[config.mk]
export PLATFORM = sky130hd
export DESIGN_NAME = bar_hit_weighted_centroid
export DESIGN_NICKNAME = d
export VERILOG_FILES = /design/src/rtl/bhwc_pkg.sv /design/src/rtl/bhwc_div.sv /design/src/rtl/bhwc_dp.sv /design/src/rtl/bhwc_ctrl.sv /design/src/rtl/bar_hit_weighted_centroid.sv
export SDC_FILE = /design/constraint.sdc
export NUM_CORES = 2
export LEC_CHECK = 0
export BUFFER_PORTS_ARGS = -buffer_cell sky130_fd_sc_hd__buf_2
export CAP_MARGIN = 10
export CORE_ASPECT_RATIO = 1.1
export CORE_MARGIN = 4
export CORE_UTILIZATION = 46
export DETAILED_ROUTE_END_ITERATION = 8
export SYNTH_ARGS = -nofsm -noshare
export SYNTH_HDL_FRONTEND = slang
export SYNTH_SLANG_ARGS = --single-unit
[constraint.sdc]
create_clock -name clk -period 9.6 [get_ports clk]
set_clock_uncertainty 0.15 [all_clocks]
set_input_delay 0.96 -clock clk [delete_from_list [all_inputs] [get_ports clk]]
set_output_delay 0.96 -clock clk [all_outputs]
set_load 0.02 [all_outputs]
[src/rtl/bhwc_pkg.sv]
package bhwc_pkg;

  localparam int DEF_COORD_BITS  = 18;
  localparam int DEF_ENERGY_BITS = 16;

  localparam int BAR_W     = 32;
  localparam int ESUM_W    = 32;
  localparam int ACC_W     = 48;
  localparam int ACC_EXT_W = 58;
  localparam int DIV_W     = 64;
  localparam int CMP_W     = 34;

  localparam int XLIM_W   = 17;
  localparam int BOUND_W  = 18;
  localparam int ADDR_W   = 5;
  localparam int DATA_W   = 32;

  localparam logic [XLIM_W-1:0]         X_LIMIT_RST = 17'd16000;
  localparam logic signed [BOUND_W-1:0] Y_LOW_RST   = -18'sd15695;
  localparam logic signed [BOUND_W-1:0] Y_HIGH_RST  = 18'sd16305;
  localparam logic signed [BOUND_W-1:0] Z_LOW_RST   = 18'sd13440;
  localparam logic signed [BOUND_W-1:0] Z_HIGH_RST  = 18'sd88704;

  typedef enum logic [2:0] {
    REG_X_LIMIT,
    REG_Y_LOW,
    REG_Y_HIGH,
    REG_Z_LOW,
    REG_Z_HIGH
  } reg_idx_t;

  typedef enum logic [1:0] {
    SEL_X,
    SEL_Y,
    SEL_Z
  } coord_sel_t;

  typedef enum logic [2:0] {
    S_IDLE,
    S_PROD,
    S_DECIDE,
    S_EMIT,
    S_DIV,
    S_OUT,
    S_ACCUM,
    S_EOE
  } state_t;

  typedef struct packed {
    logic [XLIM_W-1:0]  x_limit;
    logic [BOUND_W-1:0] y_low;
    logic [BOUND_W-1:0] y_high;
    logic [BOUND_W-1:0] z_low;
    logic [BOUND_W-1:0] z_high;
  } cfg_t;

  typedef struct packed {
    logic       take_in;
    logic       calc;
    logic       accum;
    logic       div_start;
    coord_sel_t num_sel;
    logic       store;
    coord_sel_t store_sel;
    logic       out_load;
    logic       out_last;
    logic       clear;
  } cmd_t;

  typedef struct packed {
    logic in_box;
    logic have_bar;
    logic bar_ne;
    logic eoe;
    logic e_zero;
    logic div_done;
    logic out_free;
  } status_t;

endpackage

[src/rtl/bhwc_div.sv]
module bhwc_div #(
  parameter int QW = bhwc_pkg::DEF_COORD_BITS + 1
) (
  input  logic                       clk,
  input  logic                       rst,
  input  logic                       start,
  input  logic [bhwc_pkg::DIV_W-1:0] num,
  input  logic [bhwc_pkg::ESUM_W-1:0] den,
  output logic                       busy,
  output logic                       done,
  output logic [QW-1:0]              quo
);
  import bhwc_pkg::*;

  localparam int CNT_W = $clog2(QW + 1);

  logic [DIV_W-1:0] rem;
  logic [DIV_W-1:0] dsh;
  logic [CNT_W-1:0] cnt;
  logic             ge;

  assign ge = (rem >= dsh);

  // restoring division, one quotient bit per cycle, msb first
  always_ff @(posedge clk) begin
    if (rst) begin
      busy <= 1'b0;
      done <= 1'b0;
    end else begin
      done <= 1'b0;
      if (start) begin
        busy <= 1'b1;
      end else if (busy && cnt == CNT_W'(1)) begin
        busy <= 1'b0;
        done <= 1'b1;
      end
    end
  end

  always_ff @(posedge clk) begin
    if (start) begin
      rem <= num;
      dsh <= DIV_W'(den) << (QW - 1);
      quo <= '0;
      cnt <= CNT_W'(QW);
    end else if (busy) begin
      rem <= ge ? rem - dsh : rem;
      quo <= {quo[QW-2:0], ge};
      dsh <= dsh >> 1;
      cnt <= cnt - CNT_W'(1);
    end
  end

endmodule

[src/rtl/bhwc_dp.sv]
module bhwc_dp #(
  parameter int COORD_BITS  = bhwc_pkg::DEF_COORD_BITS,
  parameter int ENERGY_BITS = bhwc_pkg::DEF_ENERGY_BITS
) (
  input  logic                           clk,
  input  logic                           rst,
  input  bhwc_pkg::cfg_t                 cfg,
  input  bhwc_pkg::cmd_t                 cmd,
  output bhwc_pkg::status_t              status,
  input  logic signed [COORD_BITS-1:0]   x_pos,
  input  logic signed [COORD_BITS-1:0]   y_pos,
  input  logic signed [COORD_BITS-1:0]   z_pos,
  input  logic [ENERGY_BITS-1:0]         energy,
  input  logic [bhwc_pkg::BAR_W-1:0]     bar_id,
  input  logic                           end_of_event,
  output logic                           out_valid,
  input  logic                           out_stall,
  output logic signed [COORD_BITS-1:0]   cent_x,
  output logic signed [COORD_BITS-1:0]   cent_y,
  output logic signed [COORD_BITS-1:0]   cent_z,
  output logic [bhwc_pkg::BAR_W-1:0]     out_bar,
  output logic                           zero_energy,
  output logic                           last_of_event
);
  import bhwc_pkg::*;

  localparam int PROD_W = COORD_BITS + ENERGY_BITS + 1;
  localparam int QW     = COORD_BITS + 1;
  localparam logic signed [ACC_EXT_W-1:0] AMAX =
    ACC_EXT_W'((64'd1 << (ACC_W - 1)) - 64'd1);
  localparam logic signed [ACC_EXT_W-1:0] AMIN = -AMAX - ACC_EXT_W'(1);
  localparam logic [QW-1:0] QLIM = QW'(1) << (COORD_BITS - 1);
  localparam logic [COORD_BITS-1:0] CMAX = COORD_BITS'(QLIM - QW'(1));

  // latched hit
  logic signed [COORD_BITS-1:0] x_r, y_r, z_r;
  logic [ENERGY_BITS-1:0]       e_r;
  logic [BAR_W-1:0]             bar_r;
  logic                         eoe_r;

  logic signed [PROD_W-1:0] px, py, pz;
  logic                     inside_r;

  // bar accumulators
  logic                    have_bar;
  logic [BAR_W-1:0]        cur_bar;
  logic [ESUM_W-1:0]       sum_e;
  logic signed [ACC_W-1:0] sum_wx, sum_wy, sum_wz;

  logic signed [COORD_BITS-1:0] res_x, res_y, res_z;

  logic signed [CMP_W-1:0] xw, ax;
  logic                    in_box;
  logic                    start_bar;
  logic [ESUM_W:0]         esum_ext;
  logic [ESUM_W-1:0]       esum_sat;
  logic signed [ACC_W-1:0] sw_num, sw_store;
  logic [ACC_W:0]          mag;
  logic [DIV_W-1:0]        num;
  logic                    div_busy, div_done;
  logic [QW-1:0]           quo;
  logic                    out_free;

  function automatic logic signed [ACC_W-1:0] sat_add(
    input logic signed [ACC_W-1:0]  a,
    input logic signed [PROD_W-1:0] p
  );
    logic signed [ACC_EXT_W-1:0] s;
    s = ACC_EXT_W'(a) + ACC_EXT_W'(p);
    if (s > AMAX) s = AMAX;
    if (s < AMIN) s = AMIN;
    return s[ACC_W-1:0];
  endfunction

  // clamp quotient magnitude, then apply sign within the coordinate range
  function automatic logic signed [COORD_BITS-1:0] to_cent(
    input logic [QW-1:0] q,
    input logic          neg
  );
    logic [QW-1:0] qc;
    qc = (q > QLIM) ? QLIM : q;
    if (neg) return COORD_BITS'(-qc);
    if (qc == QLIM) return CMAX;
    return qc[COORD_BITS-1:0];
  endfunction

  assign xw = CMP_W'(x_r);
  assign ax = (xw < 0) ? -xw : xw;
  assign in_box = !(ax > $signed(CMP_W'(cfg.x_limit)) ||
                    CMP_W'(y_r) < CMP_W'($signed(cfg.y_low)) ||
                    CMP_W'(y_r) > CMP_W'($signed(cfg.y_high)) ||
                    CMP_W'(z_r) < CMP_W'($signed(cfg.z_low)) ||
                    CMP_W'(z_r) > CMP_W'($signed(cfg.z_high)));

  assign start_bar = !have_bar || (bar_r != cur_bar);
  assign esum_ext  = (start_bar ? (ESUM_W + 1)'(0) : (ESUM_W + 1)'(sum_e))
                     + (ESUM_W + 1)'(e_r);
  assign esum_sat  = esum_ext[ESUM_W] ? '1 : esum_ext[ESUM_W-1:0];

  always_comb begin
    case (cmd.num_sel)
      SEL_X:   sw_num = sum_wx;
      SEL_Y:   sw_num = sum_wy;
      SEL_Z:   sw_num = sum_wz;
      default: sw_num = sum_wx;
    endcase
    case (cmd.store_sel)
      SEL_X:   sw_store = sum_wx;
      SEL_Y:   sw_store = sum_wy;
      SEL_Z:   sw_store = sum_wz;
      default: sw_store = sum_wx;
    endcase
  end

  assign mag = (sw_num < 0) ? -(ACC_W + 1)'(sw_num) : (ACC_W + 1)'(sw_num);
  assign num = DIV_W'(mag) + DIV_W'(sum_e >> 1);

  bhwc_div #(.QW(QW)) u_div (
    .clk   (clk),
    .rst   (rst),
    .start (cmd.div_start),
    .num   (num),
    .den   (sum_e),
    .busy  (div_busy),
    .done  (div_done),
    .quo   (quo)
  );

  assign out_free = !out_valid || !out_stall;

  assign status.in_box   = inside_r;
  assign status.have_bar = have_bar;
  assign status.bar_ne   = (bar_r != cur_bar);
  assign status.eoe      = eoe_r;
  assign status.e_zero   = (sum_e == '0);
  assign status.div_done = div_done;
  assign status.out_free = out_free;

  always_ff @(posedge clk) begin
    if (cmd.take_in) begin
      x_r   <= x_pos;
      y_r   <= y_pos;
      z_r   <= z_pos;
      e_r   <= energy;
      bar_r <= bar_id;
      eoe_r <= end_of_event;
    end
    if (cmd.calc) begin
      px       <= x_r * $signed({1'b0, e_r});
      py       <= y_r * $signed({1'b0, e_r});
      pz       <= z_r * $signed({1'b0, e_r});
      inside_r <= in_box;
    end
    if (cmd.store) begin
      case (cmd.store_sel)
        SEL_X:   res_x <= to_cent(quo, sw_store < 0);
        SEL_Y:   res_y <= to_cent(quo, sw_store < 0);
        SEL_Z:   res_z <= to_cent(quo, sw_store < 0);
        default: res_x <= to_cent(quo, sw_store < 0);
      endcase
    end
    if (cmd.out_load) begin
      cent_x        <= status.e_zero ? '0 : res_x;
      cent_y        <= status.e_zero ? '0 : res_y;
      cent_z        <= status.e_zero ? '0 : res_z;
      out_bar       <= cur_bar;
      zero_energy   <= status.e_zero;
      last_of_event <= cmd.out_last;
    end
  end

  always_ff @(posedge clk) begin
    if (rst) begin
      have_bar <= 1'b0;
      cur_bar  <= '0;
      sum_e    <= '0;
      sum_wx   <= '0;
      sum_wy   <= '0;
      sum_wz   <= '0;
    end else if (cmd.clear) begin
      have_bar <= 1'b0;
      cur_bar  <= '0;
      sum_e    <= '0;
      sum_wx   <= '0;
      sum_wy   <= '0;
      sum_wz   <= '0;
    end else if (cmd.accum && inside_r) begin
      have_bar <= 1'b1;
      cur_bar  <= bar_r;
      sum_e    <= esum_sat;
      sum_wx   <= sat_add(start_bar ? '0 : sum_wx, px);
      sum_wy   <= sat_add(start_bar ? '0 : sum_wy, py);
      sum_wz   <= sat_add(start_bar ? '0 : sum_wz, pz);
    end
  end

  always_ff @(posedge clk) begin
    if (rst) begin
      out_valid <= 1'b0;
    end else if (cmd.out_load) begin
      out_valid <= 1'b1;
    end else if (!out_stall) begin
      out_valid <= 1'b0;
    end
  end

`ifndef NO_ASSERTIONS
  a_no_overwrite: assert property (@(posedge clk) disable iff (rst)
    cmd.out_load |-> (!out_valid || !out_stall))
    else $error("result loaded over a pending transaction");

  a_clean_idle: assert property (@(posedge clk) disable iff (rst)
    !have_bar |-> (sum_e == '0 && sum_wx == '0 && sum_wy == '0 && sum_wz == '0))
    else $error("accumulators not clear without a bar");

  a_div_free: assert property (@(posedge clk) disable iff (rst)
    cmd.div_start |-> !div_busy)
    else $error("divider restarted while busy");

  a_zero_cent: assert property (@(posedge clk) disable iff (rst)
    (out_valid && zero_energy) |-> (cent_x == '0 && cent_y == '0 && cent_z == '0))
    else $error("zero-energy centroid not zero");
`endif

endmodule

[src/rtl/bhwc_ctrl.sv]
module bhwc_ctrl (
  input  logic                clk,
  input  logic                rst,
  input  logic                in_valid,
  output logic                in_stall,
  input  bhwc_pkg::status_t   status,
  output bhwc_pkg::cmd_t      cmd
);
  import bhwc_pkg::*;

  state_t     state, state_next;
  logic       emit_last;
  coord_sel_t sel;
  coord_sel_t sel_inc;

  always_comb begin
    case (sel)
      SEL_X:   sel_inc = SEL_Y;
      SEL_Y:   sel_inc = SEL_Z;
      default: sel_inc = SEL_X;
    endcase
  end

  always_comb begin
    state_next = state;
    case (state)
      S_IDLE:   if (in_valid) state_next = S_PROD;
      S_PROD:   state_next = S_DECIDE;
      S_DECIDE: state_next = (status.in_box && status.have_bar && status.bar_ne) ?
                             S_EMIT : S_ACCUM;
      S_EMIT:   state_next = status.e_zero ? S_OUT : S_DIV;
      S_DIV:    if (status.div_done && sel == SEL_Z) state_next = S_OUT;
      S_OUT:    if (status.out_free) state_next = emit_last ? S_IDLE : S_ACCUM;
      S_ACCUM:  state_next = S_EOE;
      S_EOE:    state_next = (status.eoe && status.have_bar) ? S_EMIT : S_IDLE;
      default:  state_next = S_IDLE;
    endcase
  end

  always_comb begin
    cmd           = '0;
    cmd.num_sel   = SEL_X;
    cmd.store_sel = sel;
    in_stall      = (state != S_IDLE);
    case (state)
      S_IDLE:  cmd.take_in = in_valid;
      S_PROD:  cmd.calc = 1'b1;
      S_EMIT:  cmd.div_start = !status.e_zero;
      S_DIV: begin
        cmd.store     = status.div_done;
        cmd.div_start = status.div_done && sel != SEL_Z;
        cmd.num_sel   = sel_inc;
      end
      S_OUT: begin
        cmd.out_load = status.out_free;
        cmd.out_last = emit_last;
        cmd.clear    = status.out_free && emit_last;
      end
      S_ACCUM: cmd.accum = 1'b1;
      default: cmd.take_in = 1'b0;
    endcase
  end

  always_ff @(posedge clk) begin
    if (rst) begin
      state     <= S_IDLE;
      emit_last <= 1'b0;
      sel       <= SEL_X;
    end else begin
      state <= state_next;
      if (state == S_DECIDE) emit_last <= 1'b0;
      if (state == S_EOE)    emit_last <= 1'b1;
      if (state == S_EMIT)   sel <= SEL_X;
      if (state == S_DIV && status.div_done) sel <= sel_inc;
    end
  end

endmodule

[src/rtl/bar_hit_weighted_centroid.sv]
// energy-weighted centroid per detector bar
// input channel: one hit per transaction (position, energy, bar id, end_of_event),
//   taken when in_valid is high and in_stall is low
// hits outside the configured box are dropped; runs of hits on the same bar are
//   summed with saturating accumulators
// output channel: one centroid per finished bar, held in an output register until
//   out_valid is high and out_stall is low; a bar change and an end of event on
//   the same hit give two transactions, finished bar first
// sequence: a hit that finishes no bar passes the product, decide, accumulate and
//   end-of-event states; a centroid of a bar with nonzero energy also runs the
//   shared iterative divider, one quotient bit per cycle, over x, y then z
// one hit is in work at a time; in_stall is high from acceptance until done
// a stalled receiver holds the result in the output register and the block
//   waits only when a further centroid is ready to be loaded
// reset (synchronous, rst high) clears the bar state, drops any pending result
//   and restores the box limits to their defaults
// box limits must be written over the apb port only while idle; not enforced
module bar_hit_weighted_centroid #(
  parameter int COORD_BITS  = bhwc_pkg::DEF_COORD_BITS,
  parameter int ENERGY_BITS = bhwc_pkg::DEF_ENERGY_BITS
) (
  input  logic                             clk,
  input  logic                             rst,
  // apb configuration
  input  logic                             psel,
  input  logic                             penable,
  input  logic                             pwrite,
  input  logic [bhwc_pkg::ADDR_W-1:0]      paddr,
  input  logic [bhwc_pkg::DATA_W-1:0]      pwdata,
  output logic [bhwc_pkg::DATA_W-1:0]      prdata,
  output logic                             pready,
  // hit channel
  input  logic                             in_valid,
  output logic                             in_stall,
  input  logic signed [COORD_BITS-1:0]     x_pos,
  input  logic signed [COORD_BITS-1:0]     y_pos,
  input  logic signed [COORD_BITS-1:0]     z_pos,
  input  logic [ENERGY_BITS-1:0]           energy,
  input  logic [bhwc_pkg::BAR_W-1:0]       bar_id,
  input  logic                             end_of_event,
  // centroid channel
  output logic                             out_valid,
  input  logic                             out_stall,
  output logic signed [COORD_BITS-1:0]     cent_x,
  output logic signed [COORD_BITS-1:0]     cent_y,
  output logic signed [COORD_BITS-1:0]     cent_z,
  output logic [bhwc_pkg::BAR_W-1:0]       out_bar,
  output logic                             zero_energy,
  output logic                             last_of_event
);
  import bhwc_pkg::*;

  cfg_t     cfg;
  cmd_t     cmd;
  status_t  status;
  reg_idx_t reg_idx;
  logic     wr_en;

  // registers sit at word addresses, index from paddr bits above the byte lane
  assign reg_idx = reg_idx_t'(paddr[ADDR_W-1:2]);
  assign pready  = 1'b1;
  assign wr_en   = psel && penable && pwrite && pready;

  always_ff @(posedge clk) begin
    if (rst) begin
      cfg.x_limit <= X_LIMIT_RST;
      cfg.y_low   <= Y_LOW_RST;
      cfg.y_high  <= Y_HIGH_RST;
      cfg.z_low   <= Z_LOW_RST;
      cfg.z_high  <= Z_HIGH_RST;
    end else if (wr_en) begin
      case (reg_idx)
        REG_X_LIMIT: cfg.x_limit <= pwdata[XLIM_W-1:0];
        REG_Y_LOW:   cfg.y_low   <= pwdata[BOUND_W-1:0];
        REG_Y_HIGH:  cfg.y_high  <= pwdata[BOUND_W-1:0];
        REG_Z_LOW:   cfg.z_low   <= pwdata[BOUND_W-1:0];
        REG_Z_HIGH:  cfg.z_high  <= pwdata[BOUND_W-1:0];
        default:     cfg.x_limit <= cfg.x_limit;
      endcase
    end
  end

  // read back raw register bits, zero-extended
  always_comb begin
    case (reg_idx)
      REG_X_LIMIT: prdata = DATA_W'(cfg.x_limit);
      REG_Y_LOW:   prdata = DATA_W'(cfg.y_low);
      REG_Y_HIGH:  prdata = DATA_W'(cfg.y_high);
      REG_Z_LOW:   prdata = DATA_W'(cfg.z_low);
      REG_Z_HIGH:  prdata = DATA_W'(cfg.z_high);
      default:     prdata = '0;
    endcase
  end

  // sequencer: steps each hit through box check, bar change, division and flush
  bhwc_ctrl u_ctrl (
    .clk      (clk),
    .rst      (rst),
    .in_valid (in_valid),
    .in_stall (in_stall),
    .status   (status),
    .cmd      (cmd)
  );

  // datapath: products, saturating sums, divider and output register
  bhwc_dp #(
    .COORD_BITS  (COORD_BITS),
    .ENERGY_BITS (ENERGY_BITS)
  ) u_dp (
    .clk           (clk),
    .rst           (rst),
    .cfg           (cfg),
    .cmd           (cmd),
    .status        (status),
    .x_pos         (x_pos),
    .y_pos         (y_pos),
    .z_pos         (z_pos),
    .energy        (energy),
    .bar_id        (bar_id),
    .end_of_event  (end_of_event),
    .out_valid     (out_valid),
    .out_stall     (out_stall),
    .cent_x        (cent_x),
    .cent_y        (cent_y),
    .cent_z        (cent_z),
    .out_bar       (out_bar),
    .zero_energy   (zero_energy),
    .last_of_event (last_of_event)
  );

endmodule

; ---- After elaboration in Yosys (flattened, before gate mapping)
; Index checks and enable logic that the tools add are counted.
[word_totals]
mem_bits_rw = 0
latchBits = 0
reg_bits = 796
out_inout_bits = 123
mem_count = 0
rom_bits = 0
inputBits = 147
[op_classes]
addsub = 10
mux = 88
bitwise = 1
mul = 3
n_lt_le_gt_ge = 16
div = 0
shift = 0
eq_ne = 23
reduce_logical = 46
[op_table]
columns = op, n
row1 = $mux W58, 12
row2 = $mux W48, 6
row3 = $mux W64, 3
row4 = $pmux W48 S2, 2
row5 = $mux W18, 10
row6 = $gt A58 B48 Y1 const B, 3
row7 = $lt A58 B48 Y1 const B, 3
row8 = $add A48 B35 Y49, 3
row9 = $mul A18 B17 Y35, 3
row10 = $mux W50, 2
row11 = $lt A48 B1 Y1 const B, 2
row12 = $pmux W18 S5, 1
row13 = $ge A64 B50 Y1, 1
row14 = $mux W32, 2
row15 = $sub A64 B50 Y64, 1
row16 = $add A49 B31 Y50, 1
row17 = $mux W49, 1
row18 = $neg A48 Y49, 1
row19 = $gt A18 B18 Y1, 2
row20 = $lt A18 B18 Y1, 2
row21 = $pmux W18 S2, 1
row22 = $gt A34 B18 Y1, 1
row23 = $mux W34, 1
row24 = $neg A18 Y34, 1
row25 = other kinds (35), 122

; ---- Depth between registers and ports, before layout
[depth]
word_depth = 12
depth_mapped = 29

; ---- Cells and area by module
; A second synthesis with hierarchy kept.
[unflattened]
cells_unflattened = 9031
area_unflattened_um2 = 82097.5
[modules_own_cells]
columns = module, area_each_um2, cells_each, instances, seq_area_each_um2
row1 = bhwc_dp, 68057.8, 7513, 1, 14744.1
row2 = bhwc_div, 9202.6, 1006, 1, 3763.6
row3 = bar_hit_weighted_centroid, 4359.2, 452, 1, 1781.7
row4 = bhwc_ctrl, 478.0, 60, 1, 120.1

; ---- Worst setup path before layout
; OpenSTA, ideal clock, no wires.
[synth_path]
path_type = input to register
start = input out_stall
end = register u_dp.sum_wx[43]
arrival_time_ns = 7.142
setup_slack_ns = 2.187
required_time_ns = 9.329
path_buffers = 1
cell_stages = 6
path_cell_list = a21oi_1 a21oi_1 clkbuf_1 and3_1 a31oi_1 nand2_1
[synth_via]
elab_chain_len = 5
[synth_lines]
columns = item, line_no
row1 = start: declaration, bar_hit_weighted_centroid.sv:43  ; input logic out_stall,
row2 = $logic_not A1 Y1, bhwc_dp.sv:129  ; assign out_free = !out_valid || !out_stall;
row3 = $logic_or A1 B1 Y1, bhwc_dp.sv:129
row4 = $logic_and A1 B1 Y1, bhwc_ctrl.sv:57  ; cmd.clear = status.out_free && emit_last;
row5 = $mux W3, bhwc_ctrl.sv:45  ; case (state)
row6 = $reduce_or A2 Y1 (no source line), -
row7 = end signal: assignment, bhwc_dp.sv:191  ; sum_wx <= sat_add(start_bar ? '0 : sum_wx, px);
row8 = end: declaration, bhwc_dp.sv:48  ; logic signed [ACC_W-1:0] sum_wx, sum_wy, sum_wz;
; Every way passes these cells.
; A chain may end at the register's enable or synchronous reset.

; ---- Worst setup path after layout
[layout_path]
start = register u_dp.e_r[5]
end = register u_dp.py[32] (data pin)
[layout_via]
elab_chain_len = 1
[layout_lines]
columns = item, line_no
row1 = start: declaration, bhwc_dp.sv:37  ; logic [ENERGY_BITS-1:0] e_r;
row2 = start signal: assignment, bhwc_dp.sv:144  ; e_r <= energy;
row3 = $mul A18 B17 Y35, bhwc_dp.sv:150  ; py <= y_r * $signed({1'b0, e_r});
row4 = end signal: assignment, bhwc_dp.sv:150
row5 = end: declaration, bhwc_dp.sv:41  ; logic signed [PROD_W-1:0] px, py, pz;
; Every way passes these cells.

==> flow_summary.yaml <==
placed_design:
  place.gp.congestion: 0.911
  place.port_buffers: 238
  dp_hpwl_mm: 183
  place_inst: 11400
route:
  via_per_inst: 5.57
  vias: 64400
  drt_iter0_drc: 4631
  wl_per_cell_microns: 20.4
  postRouteAntennaNets: 0
  firstDrtPassIters: 6
  drc: 0
  wirelength_mm: 236
layout:
  drive_above_1_share: 0.0711
  multiInputGateArea_sq_um: 55400
  fin_nets: 10700
  area_growth_syn_to_layout_pct: 8.33
  final_cells: 11600
  final_common_cell: "inv_1"
  regArea_sq_um: 20400
  layout_common_cells: "inv_1, nand2_1, fa_1"
  fill_cells: 16800
critical_path:
  arrival_ps: 8530
  path_max_fanout: 22
  critPathSlowestCell: "edfxtp_1"
  crit_chain: "buf_4, nand2_1, fa_1, inv_1, fa_1, inv_1, fa_1, inv_1, fa_1, fa_1, fa_1, ha_1, inv_1, o21bai_1, a21oi_1, o21ai_0, a21oi_1, a21oi_1, a2111oi_0, nor3_1, o41ai_1, nor2b_1, xnor2_1"
  crit_family: "adder cells"
  crit_type: "reg2reg"
  critPathLaunchType: "flop"
  cp_data_required_time_ps: 9900
  critPathBufInv: 5
  cpPeakStageDelay_ps: 1160
  crit_path_frequent_cell: "fa_1"
  end_kind: "flop"
logic_synthesis:
  synth-simple-area-share: 0.162
  synth_xor_area_frac: 0.0467
  ys_async_sr_fraction: 0
  ys_warn_count: 0
  yosysSeqAreaShare: 0.248
  synth_top_cell_area_share: 0.215
  synth.distinct_cells: 103
  ys_seq_elements: 796
  yosys.area.top_type: "fa_1"
  syn_area_sq_um: 82300
  netlist_instances: 9109
  yosys.area_share.adder: 0.315
  synth_edf_count: 447
  synth_mux_area_frac: 0.00797
  synthFlopType: "edfxtp_1"
  synthTopCellsByArea: "fa_1, edfxtp_1, ha_1"
  synth_compound_area_frac: 0.139
  synth_top_family_by_area: "adder cells"
  synth_area_per_cell_sq_um: 9.03
run:
  maxCapViolations: 0
hold_path:
  min_path_type: "in2reg"
global_route:
  first_global_vias: 65700
  grt_pass1_wl_mm: 374
  grt_overflow_total: 0
  track_usage: 0.253
  grt_max_degree: 194
  antenna_found_initial: 13
run_status:
  status: "complete, no violations"
floorplan:
  die_y_microns: 452
  initial_utilization: 0.463
  fp.coreArea_sq_um: 178000
  rows: 162
  dieArea_sq_um: 186000
  boundaryPins: 270
  die_x_microns: 411
clock_network:
  tritoncts: "yes"
  cts.clk_slew.worst_paths_ps: 60
  clock_latency_ps: 730
  clock-sinks: 796
  ctsHtreeMaxLevel: 3
  cts_setup_buffers: 0
  cts_made_buffers: 97
  ctsHoldBuffers: 0
  cts_resized: 0
  clockBufferDepth: 3
  root_buffer: "clkbuf_16"
sta:
  period_needed_ps: 8230
  relSlewSlack: 0.174
  fin_setup_tns_ps: 0
  drv_slew: 0
  rsz0062_at_grt: "no"
  worstMarginPinSlew_ps: 1240
  final.period_utilization: 0.857
  finalHoldViolations: 0
  max_freq_ghz: 0.122
  setup_viol: 0
  fin_hold_ws_ps: 245
-- synth_stat cells, drive strengths merged, types with 30 or more instances --
cell type and instances:
a211o 40, a211oi 74, a21o 194, a21oi 587, a22oi 32, a31oi 69, and2 379, and3 209
buf 57, clkbuf 428, dfxtp 349, edfxtp 447, fa 885, ha 605, inv 1237, maj3 64
mux2i 61, nand2 1088, nand2b 54, nand3 139, nand4 71, nor2 414, nor2b 122, nor3 84
nor4 39, o211ai 44, o21a 59, o21ai 388, o21bai 45, or2 30, or3 38, xnor2 264
xor2 173
-- final timing paths --
| path | cells after the start | start | end | slack [ps] |
|---|---|---|---|---|
| setup / recovery | 23 | u_dp.e_r[5]$_DFFE_PP_ | u_dp.py[32]$_DFFE_PP_ | 1370 |
| hold / removal | 1 | end_of_event | u_dp.eoe_r$_DFFE_PP_ | 240 |
| setup reg to reg | 23 | u_dp.e_r[5]$_DFFE_PP_ | u_dp.py[32]$_DFFE_PP_ | 1370 |
| hold reg to reg | 2 | cfg[52]$_SDFFE_PP0P_ | cfg[52]$_SDFFE_PP0P_ | 310 |
-- flip-flops by register name (all words and copies together), names as in the netlist, 35 cells and up --
signal,count
u_dp.sum_wz,48
u_dp.pz,35
u_dp.sum_wx,48
u_dp.u_div.rem,64
u_dp.py,35
cfg,89
u_dp.sum_wy,48
u_dp.u_div.dsh,50
u_dp.px,35
-- logic make-up after synthesis --
group,Yosys count
other cells,2
mux,65
compound gates,1794
buf+inv,1722
simple gates,2739
xor+xnor,437
fa+ha+maj,1554
flops,796
-- layout make-up --
cell class | instances | area share
inverter | 1237 | 0.0521
tap | 2378 | 0.0334
sequential | 796 | 0.229
antenna | 4 | 0.000112
clock inverter | 53 | 0.00746
multi-input combinational | 6604 | 0.622
clock buffer | 130 | 0.0313
timing repair buffer | 365 | 0.0244
-- metrics by stage --
stage                     utilization  worst slack [ps]  area, sq um
after floorplan                     -              2190        82300
after global placement          0.482              1530        85700
after detailed placement        0.482              1470        85700
after CTS                       0.502              1400        89100
after global routing            0.502               919        89100
final                           0.502              1370        89100
-- per-layer routing --
metal	share of wire	vias to the layer above	global-route usage
met5	0	-	0
met4	0.030	0	0.0761
met3	0.053	356	0.0302
met2	0.49	1674	0.437
met1	0.43	32000	0.335
li1	-	30400	-
Power is left out: the tool's default activity adds up to more than one toggle a clock period on the data nets, which glitch-free logic cannot reach.
